## src/trit_pkg.sv

```systemverilog
// ----------------------------------------------------------------------------
// trit_pkg: shared types and constants of the track range index table
// item and result formats, the queued operation format, table geometry
// ----------------------------------------------------------------------------
package trit_pkg;

	localparam int MAX_BLOCKS = 256;
	localparam int ADDR_W     = (MAX_BLOCKS > 1) ? $clog2(MAX_BLOCKS) : 1;
	localparam int USED_W     = $clog2(MAX_BLOCKS + 1);
	localparam int OFFSET_W   = 31;
	localparam int LEN_W      = 16;
	localparam int TRACK_W    = 16;
	localparam int TCOUNT_W   = 8;
	localparam int FIFO_DEPTH = 4;
	localparam int FIFO_PTR_W = $clog2(FIFO_DEPTH);
	localparam int FIFO_CNT_W = $clog2(FIFO_DEPTH + 1);

	localparam logic CMD_APPEND = 1'b0;
	localparam logic CMD_LOOKUP = 1'b1;

	typedef struct packed {
		logic                cmd;
		logic [OFFSET_W-1:0] stream_offset;
		logic [LEN_W-1:0]    block_bytes;
		logic [TCOUNT_W-1:0] tracks_in_block;
		logic [TRACK_W-1:0]  track_number;
	} item_t;

	typedef struct packed {
		logic                ok;
		logic [OFFSET_W-1:0] found_offset;
		logic [LEN_W-1:0]    found_length;
		logic [TRACK_W-1:0]  found_first_track;
		logic [TRACK_W-1:0]  total_tracks;
	} result_t;

	// one table entry as stored in the back end memory
	typedef struct packed {
		logic [OFFSET_W-1:0] offset;
		logic [LEN_W-1:0]    length;
		logic [TRACK_W-1:0]  first_track;
		logic [TCOUNT_W-1:0] track_count;
	} entry_t;

	// classified operation handed from front to back
	typedef struct packed {
		logic                cmd;
		logic                ok;           // append accepted, or lookup below total
		logic [ADDR_W-1:0]   wr_index;
		entry_t              entry;
		logic [TRACK_W-1:0]  track_number;
		logic [TRACK_W-1:0]  total_tracks;
	} op_t;

	typedef enum logic [2:0] {
		ST_IDLE = 3'b001,
		ST_SCAN = 3'b010,
		ST_EMIT = 3'b100
	} back_state_t;

endpackage

```

## src/trit_op_fifo.sv

```systemverilog
// ----------------------------------------------------------------------------
// trit_op_fifo: short queue of classified operations between front and back
// ----------------------------------------------------------------------------
module trit_op_fifo import trit_pkg::*; (
	input  logic clk,
	input  logic arst_n,
	input  logic wr_en,
	input  op_t  wr_data,
	output logic full,
	input  logic rd_en,
	output op_t  rd_data,
	output logic empty
);

	op_t                   slot_q [FIFO_DEPTH];
	logic [FIFO_PTR_W-1:0] wr_ptr_q;
	logic [FIFO_PTR_W-1:0] rd_ptr_q;
	logic [FIFO_CNT_W-1:0] count_q;
	logic                  do_wr;
	logic                  do_rd;

	assign full    = count_q == FIFO_CNT_W'(FIFO_DEPTH);
	assign empty   = count_q == '0;
	assign do_wr   = wr_en && !full;
	assign do_rd   = rd_en && !empty;
	assign rd_data = slot_q[rd_ptr_q];

	always_ff @(posedge clk) begin
		if (do_wr) begin
			slot_q[wr_ptr_q] <= wr_data;
		end
	end

	always_ff @(posedge clk or negedge arst_n) begin
		if (!arst_n) begin
			wr_ptr_q <= '0;
			rd_ptr_q <= '0;
			count_q  <= '0;
		end else begin
			if (do_wr) begin
				wr_ptr_q <= (wr_ptr_q == FIFO_PTR_W'(FIFO_DEPTH - 1)) ? '0 : wr_ptr_q + 1'b1;
			end
			if (do_rd) begin
				rd_ptr_q <= (rd_ptr_q == FIFO_PTR_W'(FIFO_DEPTH - 1)) ? '0 : rd_ptr_q + 1'b1;
			end
			if (do_wr && !do_rd) begin
				count_q <= count_q + 1'b1;
			end else if (do_rd && !do_wr) begin
				count_q <= count_q - 1'b1;
			end
		end
	end

`ifndef NO_ASSERTIONS
	a_count_bounded: assert property (@(posedge clk) disable iff (!arst_n)
		count_q <= FIFO_CNT_W'(FIFO_DEPTH))
		else $error("operation queue count overflow");
`endif

endmodule

```

## config.mk

```make
export PLATFORM = sky130hd
export DESIGN_NAME = trit_op_fifo
export DESIGN_NICKNAME = d
export VERILOG_FILES = /design/src/trit_pkg.sv /design/src/trit_op_fifo.sv
export SDC_FILE = /design/constraint.sdc
export NUM_CORES = 1
export LEC_CHECK = 0
export ABC_AREA = 1
export BUFFER_PORTS_ARGS = -buffer_cell sky130_fd_sc_hd__buf_2
export CAP_MARGIN = 0
export CORE_UTILIZATION = 40
export DETAILED_ROUTE_END_ITERATION = 6
export MAX_ROUTING_LAYER = met4
export RECOVER_POWER = 50
export SYNTH_ARGS = -nofsm -noshare
export SYNTH_HDL_FRONTEND = slang
export SYNTH_SLANG_ARGS = --single-unit
```

## constraint.sdc

```tcl
create_clock -name clk -period 8.2 [get_ports clk]
set_input_delay 0.41 -clock clk [delete_from_list [all_inputs] [get_ports clk]]
set_output_delay 0.41 -clock clk [all_outputs]
set_load 0.005 [all_outputs]
```

==> results.rst <==
.. list-table::
   :header-rows: 1

   * - Metric
     - Value
   * - Status
     - finished, violations left
   * - Violated checks
     - max-capacitance violations, max-slew violations
   * - Total nets after synthesis
     - 1,503
   * - Largest vdd supply drop
     - 316 uV
   * - Iter 0 DRT Violations
     - 640
   * - Starting density of the core
     - 0.409
   * - Clock latency on the worst-skew pair
     - 0.57 ns
   * - Synth Cell Area
     - 18,200 sq um
   * - Sequence of cells on the critical path
     - inv_1, nand3_1, nand2_1, nor2_4, clkbuf_1
   * - EDFF count, synth
     - 452
   * - Standby leakage power
     - 8.08 nW
   * - Most frequent cell after synthesis
     - edfxtp_1
   * - Per-cell routed wire length
     - 16.9 um
   * - Multiplexer area fraction after synthesis
     - 0
   * - Fraction of registers with async set or reset after synthesis
     - 0.0153
   * - Worst setup timing slack at the placement stage
     - 5.10 ns
   * - Worst hold path class
     - in2reg
   * - Routability-driven placement congestion ratio
     - 0.723
   * - DPL Wire Length
     - 20,800 um
   * - Synth warn
     - 0
   * - Slack of the worst reg-to-reg path
     - 4.29 ns
   * - Antenna violations before repair
     - 5
   * - Power density over the cells
     - 354 nW/um^2
   * - Worst path slowest cell
     - clkbuf_1
   * - Fraction of layout cells with a size suffix above 1
     - 0.119
   * - Unrepaired setup endpoints after global routing
     - no
   * - Number of clock sinks
     - 459
   * - Pin count of the biggest net entering global routing
     - 264
   * - Slew at the pin closest to its max-slew limit
     - 3.23 ns
   * - First-pass GRT wire length
     - 58,800 um
   * - Layout net count
     - 1,723
   * - End of the worst register-to-register path
     - slot_q[0][42]
   * - Synthesized-area fraction occupied by ao, oa, aoi and oai cells
     - 0.0935
   * - Syn Area/Cell
     - 13.2 sq um
   * - Count of mapped cells out of synthesis
     - 1,379
   * - Quantity of hold-fixing buffers added after cts
     - 1
   * - GRT overflow
     - 0
   * - Cell area after placement
     - 19,900 sq um
   * - Max-cap viol count
     - 2
   * - Full die area
     - 46,400 sq um
   * - Number of input and output port buffers inserted
     - 231
   * - Sort of element at the start of the critical path
     - register
   * - Cell type with the largest total area after synthesis
     - edfxtp_1
   * - Internal power of the cells
     - 0.00504 W
   * - Worst R2R Start
     - count_q[0]
   * - Number of gates given a new drive strength after cts
     - 0
   * - TritonCTS buffer count
     - 49
   * - Bufs on Longest Clock Path
     - 3
   * - Area growth from synthesis to final layout
     - 16.6%
   * - Final period utilization
     - 0.476
   * - Clock-pin slew reported for the worst setup and hold paths after clock tree synthesis
     - 0.06 ns
   * - Worst max-slew margin expressed relative to the limit
     - -1.15
   * - CP bufs+invs
     - 2
   * - Sequential cell area fraction in the yosys report
     - 0.755
   * - Synth Area in Simple Gates
     - 0.0765
   * - Number of antenna-violating nets in the routed design
     - 0
   * - Combinational family with the most area after synthesis
     - compound AO/OA/AOI/OAI gates
   * - Total length of routed wires
     - 37,600 um
   * - Library cells used by synthesis
     - 17
   * - DRC violations left
     - 0
   * - Max stage delay on crit path
     - 2.29 ns
   * - Worst Slack Setup Final
     - 4.29 ns
   * - Number of max-slew violations in the final report
     - 100
   * - # rows
     - 77
   * - Relative contribution of the clock network to total power
     - 0.271
   * - Max Fclk
     - 256 MHz
   * - Finished Core Util
     - 0.477
   * - Seq pwr share
     - 0.438
   * - Final TNS setup
     - 0 ns
   * - Cell at the root of the clock tree
     - clkbuf_16
   * - Capture endpoint of the worst hold path
     - slot_q[3][89]
   * - Sw Share
     - 0.328
   * - Count of final setup violators
     - 0
   * - Share of the synthesized area in the top cell type
     - 0.745
   * - Post-route cell area
     - 21,200 sq um
   * - Setup Crit Path Kind
     - reg2reg
   * - TritonCTS clock tree
     - built
   * - Drt via density
     - 4.81
   * - First-pass iteration count of the detailed router
     - 5
   * - Worst hold margin
     - 0.0938 ns
   * - CP top delay family
     - buffers and inverters
   * - Final min period
     - 3.91 ns
   * - Cell types with the largest area share after synthesis
     - edfxtp_1 (75%), o211ai_1 (9.3%), nand2_1 (7.3%)
   * - Worst clock skew
     - 0.0135 ns
   * - Hold-critical path depth
     - 1
   * - Buffers inserted by post-CTS timing repair
     - 0
   * - Capturing element type of the critical path
     - register
   * - Vias in the first global route
     - 10,700
   * - X dimension of the die
     - 215 um
   * - Adder-Cell Fraction of Synth Area
     - 0.00522
   * - Synth top cells by count
     - edfxtp_1 (452), nand2_1 (354), inv_1 (241), o211ai_1 (226), buf_2 (33)
   * - Dominant register cell in the synthesized netlist
     - edfxtp_1
   * - Required time of the critical path
     - 8.30 ns
   * - Die height
     - 215 um
   * - Number of storage elements in the synthesis netlist
     - 459
   * - Switching pwr
     - 0.00247 W
   * - Arrival time reported for the critical path endpoint
     - 4.01 ns
   * - Number of hold-slack violations in the final timing report
     - 0
   * - Global router's overall resource usage
     - 0.169
   * - Worst Hold Launch
     - wr_data[89]
   * - Htree depth
     - 2
   * - Register-to-Register Path Depth
     - 5
   * - Std-Cell Core Area
     - 44,500 sq um
   * - Max FO, Critical Path
     - 49
   * - Boundary Pins
     - 232
   * - Vias
     - 10,700
   * - Proportion of power drawn by combinational gates
     - 0.291
   * - Synthesized-area fraction occupied by xor and xnor cells
     - 0.000481
==> cell usage in the layout, fill, tap and decap left out, drive strengths merged, types with 2 or more instances in the layout <==
cell type,synthesis,final
buf,44,126
bufinv,0,3
clkbuf,31,182
clkinv,0,17
clkinvlp,0,2
dfrtp,7,7
diode,0,5
edfxtp,452,452
ha,6,6
inv,242,242
nand2,354,354
nand3,7,7
nor2,6,6
o211ai,226,226
==> state kept, by name, summed over array words and instances (netlist names) <==
signal	flops
wr_ptr_q	2
slot_q	452
rd_ptr_q	2
count_q	3
==> routing by layer <==
layer  track usage  part of all wire  up-vias
met3        0.0365             0.059       46
met1         0.204              0.43     5201
met2         0.283              0.50      251
met4        0.0501             0.016        0
met5             -                 0        -
li1              -                 -     5245
==> power groups by stage <==
stage | Clock, W | Combinational (W) | Sequential, W
final | 0.00203 | 0.00219 | 0.00329
after global routing | 0.00219 | 0.00248 | 0.00334
after CTS | 0.00209 | 0.00226 | 0.00329
after detailed placement | 0 | 0.00225 | 0.00333
after global placement | 0 | 0.00223 | 0.00332
after floorplan | 0 | 0.00144 | 0.00328
==> cells by family after synthesis <==
group / after synthesis
buffers and inverters: 317
adder cells (fa/ha/maj): 7
flip-flops: 459
AND/OR/NAND/NOR: 368
AO/OA/AOI/OAI: 227
XOR/XNOR: 1
==> metrics by stage <==
step / power (W) / cells
floorplan: 0.00472 / 1379
global placement: 0.00555 / 2139
detailed placement: 0.00559 / 2139
CTS: 0.00764 / 2227
global route: 0.00800 / 2232
finish: 0.00751 / 2232
==> worst register-to-register path, stage by stage (launching register included) <==
cell      delay, ns
dfrtp_1        0.40
inv_1          0.08
nand3_1        0.15
nand2_1        0.31
nor2_4         0.18
clkbuf_1       2.29
==> cell type report <==
class,count,area (sq um)
repair buffers,244,1120
diodes,5,12.5
multi-input cells,603,3230
clock inverters,22,179
well taps,592,741
clock buffers,65,1290
inverters,242,911
fillers,4041,23300
flip-flops and latches,459,13800
==> how the worst max path moves through the flow <==
stage / start / end / slack (ns) / cells after the start
after CTS: rd_ptr_q[1] / rd_data[24] / 4.48 / 5
after floorplan: count_q[0] / slot_q[0][0] / 2.19 / 4
after global routing: count_q[0] / slot_q[1][52] / 3.95 / 5
after detailed placement: rd_ptr_q[1] / rd_data[24] / 5.10 / 5
final: count_q[0] / slot_q[0][42] / 4.29 / 5
after global placement: rd_ptr_q[1] / rd_data[24] / 5.13 / 5
Note: power is estimated with default switching activity, not from simulation.
