File: config.mk
export PLATFORM = sky130hd
export DESIGN_NAME = trit_front
export DESIGN_NICKNAME = d
export VERILOG_FILES = /design/src/trit_pkg.sv /design/src/trit_front.sv
export SDC_FILE = /design/constraint.sdc
export NUM_CORES = 1
export LEC_CHECK = 0
export BUFFER_PORTS_ARGS = -buffer_cell sky130_fd_sc_hd__buf_2
export CORE_MARGIN = 2
export CORE_UTILIZATION = 38
export CTS_CLUSTER_SIZE = 40
export DETAILED_ROUTE_END_ITERATION = 8
export PLACE_DENSITY = 0.85
export SLEW_MARGIN = 20
export SYNTH_ARGS = -nofsm -noshare
export SYNTH_HDL_FRONTEND = slang
export SYNTH_SLANG_ARGS = --single-unit
export TNS_END_PERCENT = 100
File: constraint.sdc
create_clock -name clk -period 2.5 [get_ports clk]
set_input_delay 0.25 -clock clk [delete_from_list [all_inputs] [get_ports clk]]
set_output_delay 0.25 -clock clk [all_outputs]
set_load 0.05 [all_outputs]
File: src/trit_pkg.sv
// ----------------------------------------------------------------------------
// trit_pkg: shared types and constants of the track range index table
// item and result formats, the queued operation format, table geometry
// ----------------------------------------------------------------------------
package trit_pkg;

	localparam int MAX_BLOCKS = 256;
	localparam int ADDR_W     = (MAX_BLOCKS > 1) ? $clog2(MAX_BLOCKS) : 1;
	localparam int USED_W     = $clog2(MAX_BLOCKS + 1);
	localparam int OFFSET_W   = 31;
	localparam int LEN_W      = 16;
	localparam int TRACK_W    = 16;
	localparam int TCOUNT_W   = 8;
	localparam int FIFO_DEPTH = 4;
	localparam int FIFO_PTR_W = $clog2(FIFO_DEPTH);
	localparam int FIFO_CNT_W = $clog2(FIFO_DEPTH + 1);

	localparam logic CMD_APPEND = 1'b0;
	localparam logic CMD_LOOKUP = 1'b1;

	typedef struct packed {
		logic                cmd;
		logic [OFFSET_W-1:0] stream_offset;
		logic [LEN_W-1:0]    block_bytes;
		logic [TCOUNT_W-1:0] tracks_in_block;
		logic [TRACK_W-1:0]  track_number;
	} item_t;

	typedef struct packed {
		logic                ok;
		logic [OFFSET_W-1:0] found_offset;
		logic [LEN_W-1:0]    found_length;
		logic [TRACK_W-1:0]  found_first_track;
		logic [TRACK_W-1:0]  total_tracks;
	} result_t;

	// one table entry as stored in the back end memory
	typedef struct packed {
		logic [OFFSET_W-1:0] offset;
		logic [LEN_W-1:0]    length;
		logic [TRACK_W-1:0]  first_track;
		logic [TCOUNT_W-1:0] track_count;
	} entry_t;

	// classified operation handed from front to back
	typedef struct packed {
		logic                cmd;
		logic                ok;           // append accepted, or lookup below total
		logic [ADDR_W-1:0]   wr_index;
		entry_t              entry;
		logic [TRACK_W-1:0]  track_number;
		logic [TRACK_W-1:0]  total_tracks;
	} op_t;

	typedef enum logic [2:0] {
		ST_IDLE = 3'b001,
		ST_SCAN = 3'b010,
		ST_EMIT = 3'b100
	} back_state_t;

endpackage

File: src/trit_front.sv
// ----------------------------------------------------------------------------
// trit_front: accepts items and classifies them
// keeps the entry count and track total, decides appends, screens lookups
// ----------------------------------------------------------------------------
module trit_front import trit_pkg::*; (
	input  logic  clk,
	input  logic  arst_n,
	input  logic  push,
	output logic  full,
	input  item_t item,
	input  logic  op_full,
	output logic  op_push,
	output op_t   op
);

	logic [USED_W-1:0]  used_q;
	logic [TRACK_W-1:0] total_q;
	logic [TRACK_W:0]   sum;
	logic               append_ok;
	logic               lookup_ok;

	assign full    = op_full;
	assign op_push = push && !op_full;

	// carry out of the sum means the total would reach the track limit
	assign sum       = {1'b0, total_q} + (TRACK_W+1)'(item.tracks_in_block);
	assign append_ok = (used_q != USED_W'(MAX_BLOCKS)) && !sum[TRACK_W];
	assign lookup_ok = item.track_number < total_q;

	always_comb begin
		op.cmd                = item.cmd;
		op.wr_index           = used_q[ADDR_W-1:0];
		op.entry.offset       = item.stream_offset;
		op.entry.length       = item.block_bytes;
		op.entry.first_track  = total_q;
		op.entry.track_count  = item.tracks_in_block;
		op.track_number       = item.track_number;
		if (item.cmd == CMD_APPEND) begin
			op.ok           = append_ok;
			op.total_tracks = append_ok ? sum[TRACK_W-1:0] : total_q;
		end else begin
			op.ok           = lookup_ok;
			op.total_tracks = total_q;
		end
	end

	always_ff @(posedge clk or negedge arst_n) begin
		if (!arst_n) begin
			used_q  <= '0;
			total_q <= '0;
		end else if (op_push && item.cmd == CMD_APPEND && append_ok) begin
			used_q  <= used_q + USED_W'(1);
			total_q <= sum[TRACK_W-1:0];
		end
	end

`ifndef NO_ASSERTIONS
	a_total_follows_append: assert property (@(posedge clk) disable iff (!arst_n)
		op_push && op.cmd == CMD_APPEND && op.ok |=> total_q == $past(op.total_tracks))
		else $error("track total not updated by accepted append");
	a_used_bounded: assert property (@(posedge clk) disable iff (!arst_n)
		used_q <= USED_W'(MAX_BLOCKS))
		else $error("entry count beyond table size");
`endif

endmodule

==> results of run 1 <==
## metrics by stage
| stage | power [mW] | hold slack [ns] |
|---|---|---|
| after floorplan | 3.92 | -0.0456 |
| after global placement | 4.67 | 0.282 |
| after detailed placement | 4.76 | 0.290 |
| after CTS | 5.33 | 0.379 |
| after global routing | 5.75 | 0.392 |
| final | 5.44 | 0.382 |
## placed cells by master, fill, tap and decap left out, types with 8 or more instances in the layout
master and n:
sky130_fd_sc_hd__ha_1 23, sky130_fd_sc_hd__mux2_2 10, sky130_fd_sc_hd__buf_6 18, sky130_fd_sc_hd__xnor2_1 18, sky130_fd_sc_hd__nand2_1 17, sky130_fd_sc_hd__dfrtp_1 20, sky130_fd_sc_hd__buf_2 79, sky130_fd_sc_hd__buf_4 37
sky130_fd_sc_hd__nor2_1 8, sky130_fd_sc_hd__inv_1 18
## kinds of logic (layout without fill, tap and decap cells)
family | after synthesis | in the layout
buf+inv | 104 | 160
simple gates | 67 | 67
compound gates | 42 | 42
xor+xnor | 30 | 30
fa+ha+maj | 26 | 26
flops | 25 | 25
mux | 10 | 10
## cells in the mapped netlist (all sizes together)
cell	count
nand4	4
o21ai	13
or3	1
a31oi	2
and3	4
nor4	2
a41oi	1
nor2	10
fa	1
nor3b	4
o2111ai	1
mux2	10
buf	85
a21o	6
nand3	7
nor4b	3
xor2	4
a31o	1
dfrtp	25
nand2	17
and4	2
o21bai	1
xnor2	26
nand4b	1
nand3b	1
o211ai	4
a211oi	4
nor2b	2
a2111o	1
a21oi	8
nor3	9
ha	25
inv	19
## per-layer routing
layer / global-route usage / part of all wire / vias up
met5: 0 / 0 / -
met2: 0.308 / 0.51 / 98
met4: 0.0551 / 0.025 / 0
met3: 0.0289 / 0.046 / 20
li1: - / - / 1076
met1: 0.219 / 0.42 / 1088
## worst max path at each step
stage                    start     end  slack (ns)  cells past startpoint
finish              total_q[0]  op[13]       -0.33                      9
global placement    total_q[0]  op[11]       -0.11                      9
global route        total_q[0]  op[15]       -0.42                      9
floorplan           total_q[0]  op[15]       -0.13                      8
detailed placement  total_q[0]  op[14]       -0.17                      9
CTS                 total_q[0]  op[15]       -0.33                      9
## timing repair
item                                    CTS  global route
endpoints found under the setup margin   17            20
setup buffers                             2             3
hold buffers                              1             0
gates cloned                              0             0
pin swaps                                 8             4
gates resized for setup                  39            13
hold endpoints to repair                 25             0
## power by group through the flow
stage | Clock, mW | Combinational (mW) | Sequential [mW]
floorplan | 0 | 2.75 | 1.17
global placement | 0 | 3.95 | 0.725
detailed placement | 0 | 4.03 | 0.732
CTS | 0.256 | 4.34 | 0.726
global route | 0.273 | 4.73 | 0.749
finish | 0.251 | 4.46 | 0.728
## critical path: stages (launching register included)
cell and delay [ns]:
sky130_fd_sc_hd__dfrtp_2 0.43, sky130_fd_sc_hd__ha_4 0.17, sky130_fd_sc_hd__fa_2 0.35, sky130_fd_sc_hd__a211oi_2 0.26, sky130_fd_sc_hd__o211ai_2 0.13, sky130_fd_sc_hd__a31o_4 0.28
sky130_fd_sc_hd__buf_4 0.15, sky130_fd_sc_hd__nor4_4 0.20, sky130_fd_sc_hd__xnor2_2 0.16, sky130_fd_sc_hd__buf_6 0.18
## state kept, by name (all words and copies together) (netlist names)
signal / cells
total_q: 16
used_q: 9
## area by class of cell
type / instances / area, um^2 / share of cell area
Tap cell: 96 / 120 / 0.0344
Inverter: 19 / 73.8 / 0.0212
Clock buffer: 3 / 41.3 / 0.0118
Sequential cell: 25 / 632 / 0.181
Clock inverter: 1 / 5.00 / 0.00143
Multi-Input combinational cell: 175 / 1690 / 0.485
Timing Repair Buffer: 137 / 926 / 0.265
==> results_dict.tcl, run 1 <==
set metrics [dict create \
    synth_fp_nets 406 \
    postRouteWirelength_mm 6.94 \
    chipHeight_um 88.5 \
    yosysUniqueCellTypes 42 \
    grt_first_pass_wirelength_mm 10.8 \
    final.period_utilization 1.13 \
    clock_skew_ns 0.00694 \
    postSynthRegisterBits 25 \
    count_of_buffers_from_port_buffering 96 \
    grt-ovfl-total 0 \
    relSlewSlack 0.595 \
    ctsLongestPathBuffers 2 \
    layout.core_utilization 0.508 \
    residual_drc_count 0 \
    pin_count_of_the_biggest_net_entering_global_routing 26 \
    effective_utilization_at_floorplan 0.395 \
    ctsHtreeMaxLevel 1 \
    dp_worst_setup_slack_ns -0.166 \
    synthCells 304 \
    net-switching-power_mw 3.09 \
    fin_crit_ns 2.83 \
    core_area_um2 6870 \
    crit-reg2reg-launch "total_q[0]" \
    dr.first_iter.drc_count 127 \
    netlist_area_um2 2710 \
    worst-r2r-cell-count 8 \
    layout.cells.non_filler 456 \
    max-vdd-ir-drop_mv 0.883 \
    p_comb_frac 0.820 \
    filler_cell_count 600 \
    dp_hpwl_mm 5.50 \
    setup-tns-final_ns -4.71 \
    critPathCaptureType "primary output" \
    die-area_um2 7830 \
    setup_repair_after_global_routing_missed_its_margin "true" \
    worst_hold_path.endpoint "total_q[0]" \
    areaGrowthSynthToFinish_pct 28.6 \
    synth.mux.area_fraction 0.0415 \
    synth_simple_gate_area_share 0.136 \
    worstPathMaxFanout 7 \
    globalplace.congestion 0.878 \
    synth_adder_area_share 0.123 \
    tritoncts_clock_tree "built" \
    hold_start "item[16]" \
    power.switching_fraction 0.568 \
    min_path_cells 3 \
    timing.reg2reg.setup_slack_ns 0.11 \
    nNetsFinal 463 \
    final-max-slew-violation-count 0 \
    netlist.area_leader.share 0.231 \
    cts_buffers 3 \
    worstReg2RegEnd "total_q[0]" \
    grt_use_total 0.175 \
    synth-compound-area-share 0.107 \
    placed_cells_incl_taps 447 \
    grt_antenna_before_repair 0 \
    synth.avg_cell_area_um2 8.92 \
    largest_family_of_logic_cells_by_synthesized_area "buffers and inverters" \
    clock_power_share 0.046 \
    wl_per_cell_um 15.2 \
    core.rowCount 30 \
    finalWorstSetupSlack_ns -0.326 \
    synth_xor_xnor_area_share 0.0969 \
    ios 191 \
    worst_setup_hold_path_clk_slew_ns 0.09 \
    status "complete, but fails checks" \
    required_time_at_the_worst_slack_endpoint_ns 2.25 \
    achievable-frequency_ghz 0.354 \
    tightest_slew_ns 0.607 \
    largest_cells_by_area_after_synthesis "sky130_fd_sc_hd__dfrtp_1 (23%), sky130_fd_sc_hd__buf_4 (22%), sky130_fd_sc_hd__ha_1 (12%)" \
    postLayoutCellArea_um2 3490 \
    cellInternalPower_mw 2.35 \
    final-setup-viol-count 16 \
    timing.critical_path.from_type "flip-flop" \
    layout-drive-gt1-share 0.528 \
    n_antenna_cell 0 \
    power.sequential.fraction 0.134 \
    timing.final.hold_violations 0 \
    viasPerCell 5.00 \
    synth_largest_area_cell "sky130_fd_sc_hd__dfrtp_1" \
    postPlaceCellArea_um2 3220 \
    drt_pass1_iterations 4 \
    timing.hold.worst.class "in -> reg" \
    grt_pass1_vias 2229 \
    clk-insertion-delay-late_ns 0.27 \
    max_cap_violations 0 \
    failed_checks "setup timing" \
    type_of_the_worst_setup_path "reg -> out" \
    cts.sinks 25 \
    die_width_um 88.5 \
    critPathArrivalTime_ns 2.58 \
    leakage_component_of_the_power_nw 1.67 \
    ctsRootBufferMaster "sky130_fd_sc_hd__clkbuf_8" \
    count_of_yosys_warnings_during_synthesis 0 \
    power_density_nw_per_um2 1560 \
    drt.antenna.violating_nets 0 \
    vias 2282 \
    sequential_cell_area_fraction_in_the_yosys_report 0.231 \
]
Power figures use the tool's default switching activity.
==> inputs of run 2 (changes only) <==
--- a/config.mk
+++ b/config.mk
@@ -5,12 +5,12 @@
 export SDC_FILE = /design/constraint.sdc
 export NUM_CORES = 1
 export LEC_CHECK = 0
-export BUFFER_PORTS_ARGS = -buffer_cell sky130_fd_sc_hd__buf_2
-export CORE_MARGIN = 2
-export CORE_UTILIZATION = 38
+export CORE_AREA = 2 2 73 75
 export CTS_CLUSTER_SIZE = 40
 export DETAILED_ROUTE_END_ITERATION = 8
-export PLACE_DENSITY = 0.85
+export DIE_AREA = 0 0 75 77
+export DONT_BUFFER_PORTS = 1
+export PLACE_DENSITY = 0.8
 export SLEW_MARGIN = 20
 export SYNTH_ARGS = -nofsm -noshare
 export SYNTH_HDL_FRONTEND = slang
==> run 2 against run 1 <==
Compared with the run above: the run still ends with setup timing left; first-iteration DRC count is 72% lower; sequential share of layout area grew 1.9 points; sequential power shrank 5.4%; utilization grew 12 points; clock power rose by 4%; non-clock buffer count fell by 81; worst hold slack got worse by 0.15 ns; critical path type unchanged; critical endpoint is now op[6].
==> results_dict.tcl, run 2 (synthesized netlist as in run 1, its figures left out) <==
set metrics [dict create \
    timing.reg2reg.setup_slack_ns 0.04 \
    globalplace.congestion 0.823 \
    critPathCaptureType "primary output" \
    grt_use_total 0.223 \
    leakage_component_of_the_power_nw 1.41 \
    relSlewSlack 0.648 \
    count_of_buffers_from_port_buffering 0 \
    timing.critical_path.from_type "flip-flop" \
    postPlaceCellArea_um2 2910 \
    vias 1983 \
    final.period_utilization 1.13 \
    path_cells "ha_4, fa_2, a211oi_2, o211ai_2, a31o_4, buf_4, buf_12, mux2_4" \
    clock_skew_ns 0.00955 \
    viasPerCell 5.68 \
    routed-wl-met3_um 641 \
    top_regs "total_q (16), used_q (9)" \
    power_density_nw_per_um2 1660 \
    residual_drc_count 0 \
    max-vdd-ir-drop_mv 1.02 \
    setup_repair_after_global_routing_missed_its_margin "true" \
    ctsHtreeMaxLevel 1 \
    power.switching_fraction 0.562 \
    dr_wl_met2_mm 3.44 \
    drt_pass1_iterations 4 \
    effective_utilization_at_floorplan 0.545 \
    core_area_um2 4980 \
    achievable-frequency_ghz 0.353 \
    largest_reg_flops 16 \
    layout-drive-gt1-share 0.387 \
    layout.core_utilization 0.633 \
    status "complete, but fails checks" \
    failed_checks "setup timing" \
    hold_start "item[16]" \
    ctsLongestPathBuffers 2 \
    most_common_cell_after_layout_fill_and_taps_aside "sky130_fd_sc_hd__buf_4" \
    cpPeakStageDelay_ns 0.43 \
    dr.first_iter.drc_count 36 \
    worst_hold_path.endpoint "total_q[0]" \
    worst_setup_hold_path_clk_slew_ns 0.10 \
    postRouteWirelength_mm 6.49 \
    fin_total_pwr_mw 5.22 \
    max_cap_violations 0 \
    crit-reg2reg-launch "total_q[0]" \
    grt_pass1_vias 2036 \
    cts_buffers 3 \
    timing.hold.worst.class "in -> reg" \
    die_width_um 75 \
    tightest_slew_ns 0.525 \
    cellInternalPower_mw 2.29 \
    power.sequential.fraction 0.132 \
    final_cell_mix "sky130_fd_sc_hd__buf_4 (38), sky130_fd_sc_hd__ha_1 (24), sky130_fd_sc_hd__dfrtp_1 (21)" \
    areaGrowthSynthToFinish_pct 16.1 \
    grt_antenna_before_repair 0 \
    clock_power_share 0.050 \
    worstPathMaxFanout 8 \
    pin_count_of_the_biggest_net_entering_global_routing 26 \
    grt-ovfl-total 0 \
    highest_layer "met4" \
    worstReg2RegEnd "total_q[13]" \
    standard_cell_with_the_maximum_stage_delay_on_the_critical_path "sky130_fd_sc_hd__dfrtp_2" \
    grt_first_pass_wirelength_mm 9.98 \
    dp_worst_setup_slack_ns -0.0377 \
    worst_hold_slack_ns 0.230 \
    postLayoutCellArea_um2 3150 \
    timing.final.hold_violations 0 \
    startpoint "total_q[0]" \
    die-area_um2 5780 \
    core.rowCount 26 \
    fin_crit_ns 2.83 \
    dp_hpwl_mm 5.33 \
    nNetsFinal 382 \
    setup-tns-final_ns -4.57 \
    layout.cells.non_filler 349 \
    tritoncts_clock_tree "built" \
    type_of_the_worst_setup_path "reg -> out" \
    m1WireLength_mm 2.23 \
    chipHeight_um 77 \
    n_antenna_cell 0 \
    worst-r2r-cell-count 10 \
    drt.antenna.violating_nets 0 \
    cts.sinks 25 \
    wl_per_cell_um 18.6 \
    net-switching-power_mw 2.94 \
    required_time_at_the_worst_slack_endpoint_ns 2.25 \
    ctsRootBufferMaster "sky130_fd_sc_hd__clkbuf_8" \
    placed_cells_incl_taps 338 \
    register_bank_with_the_most_flops "total_q" \
    clk-insertion-delay-late_ns 0.28 \
    ios 191 \
    finalWorstSetupSlack_ns -0.330 \
    p_comb_frac 0.818 \
    final-max-slew-violation-count 0 \
    min_path_cells 2 \
    critPathArrivalTime_ns 2.58 \
    final-setup-viol-count 17 \
]
## run 2: changes by cell type in the layout (fill, tap and decap cells not counted), sizes merged
| cell | delta |
|---|---|
| clkinv | -1 |
| inv | +1 |
| buf | -81 |
## run 2: final cells by class
type                    count  area, um^2
clock buffers               3        41.3
clock inverters             1        8.76
fillers                   383        1830
inverters                  19        71.3
multi-input cells         175        1720
flip-flops and latches     25         631
well taps                  70        87.6
repair buffers             56         592
## run 2: worst max-delay path, delay by kind of cell (launching register included)
family / cells / cell delay (ns)
compound gates: 3 / 0.67
flops: 1 / 0.43
buf+inv: 2 / 0.29
mux: 1 / 0.39
fa+ha+maj: 2 / 0.52
## run 2: timing repair
item,in CTS,in global routing
cloned,0,0
pin swaps,6,3
endpoints found under the setup margin,17,24
endpoints found under the hold margin,25,0
buffers inserted,4,2
gates resized for setup,20,13
hold buffers,2,0
## run 2: layer usage
| metal | vias to the layer above | global-route usage |
|---|---|---|
| met1 | 944 | 0.235 |
| li1 | 913 | - |
| met5 | - | 0 |
| met4 | 0 | 0.0768 |
| met2 | 106 | 0.391 |
| met3 | 20 | 0.0867 |
## run 2: how the worst max path moves through the flow
stage | to | slack, ns | cells after the start
2_1_floorplan | op[15] | -0.13 | 8
3_3_place_gp | op[9] | -0.007 | 9
3_5_place_dp | op[11] | -0.04 | 9
4_1_cts | op[11] | -0.33 | 9
5_1_grt | op[14] | -0.38 | 9
6_report | op[6] | -0.33 | 8
## run 2: power by group through the flow
stage               Clock [mW]  Combinational, mW  Sequential [mW]
finish                   0.260               4.27            0.689
global route             0.281               4.52            0.712
CTS                      0.262               4.24            0.689
detailed placement           0               4.03            0.699
global placement             0               3.96            0.683
floorplan                    0               2.75             1.17
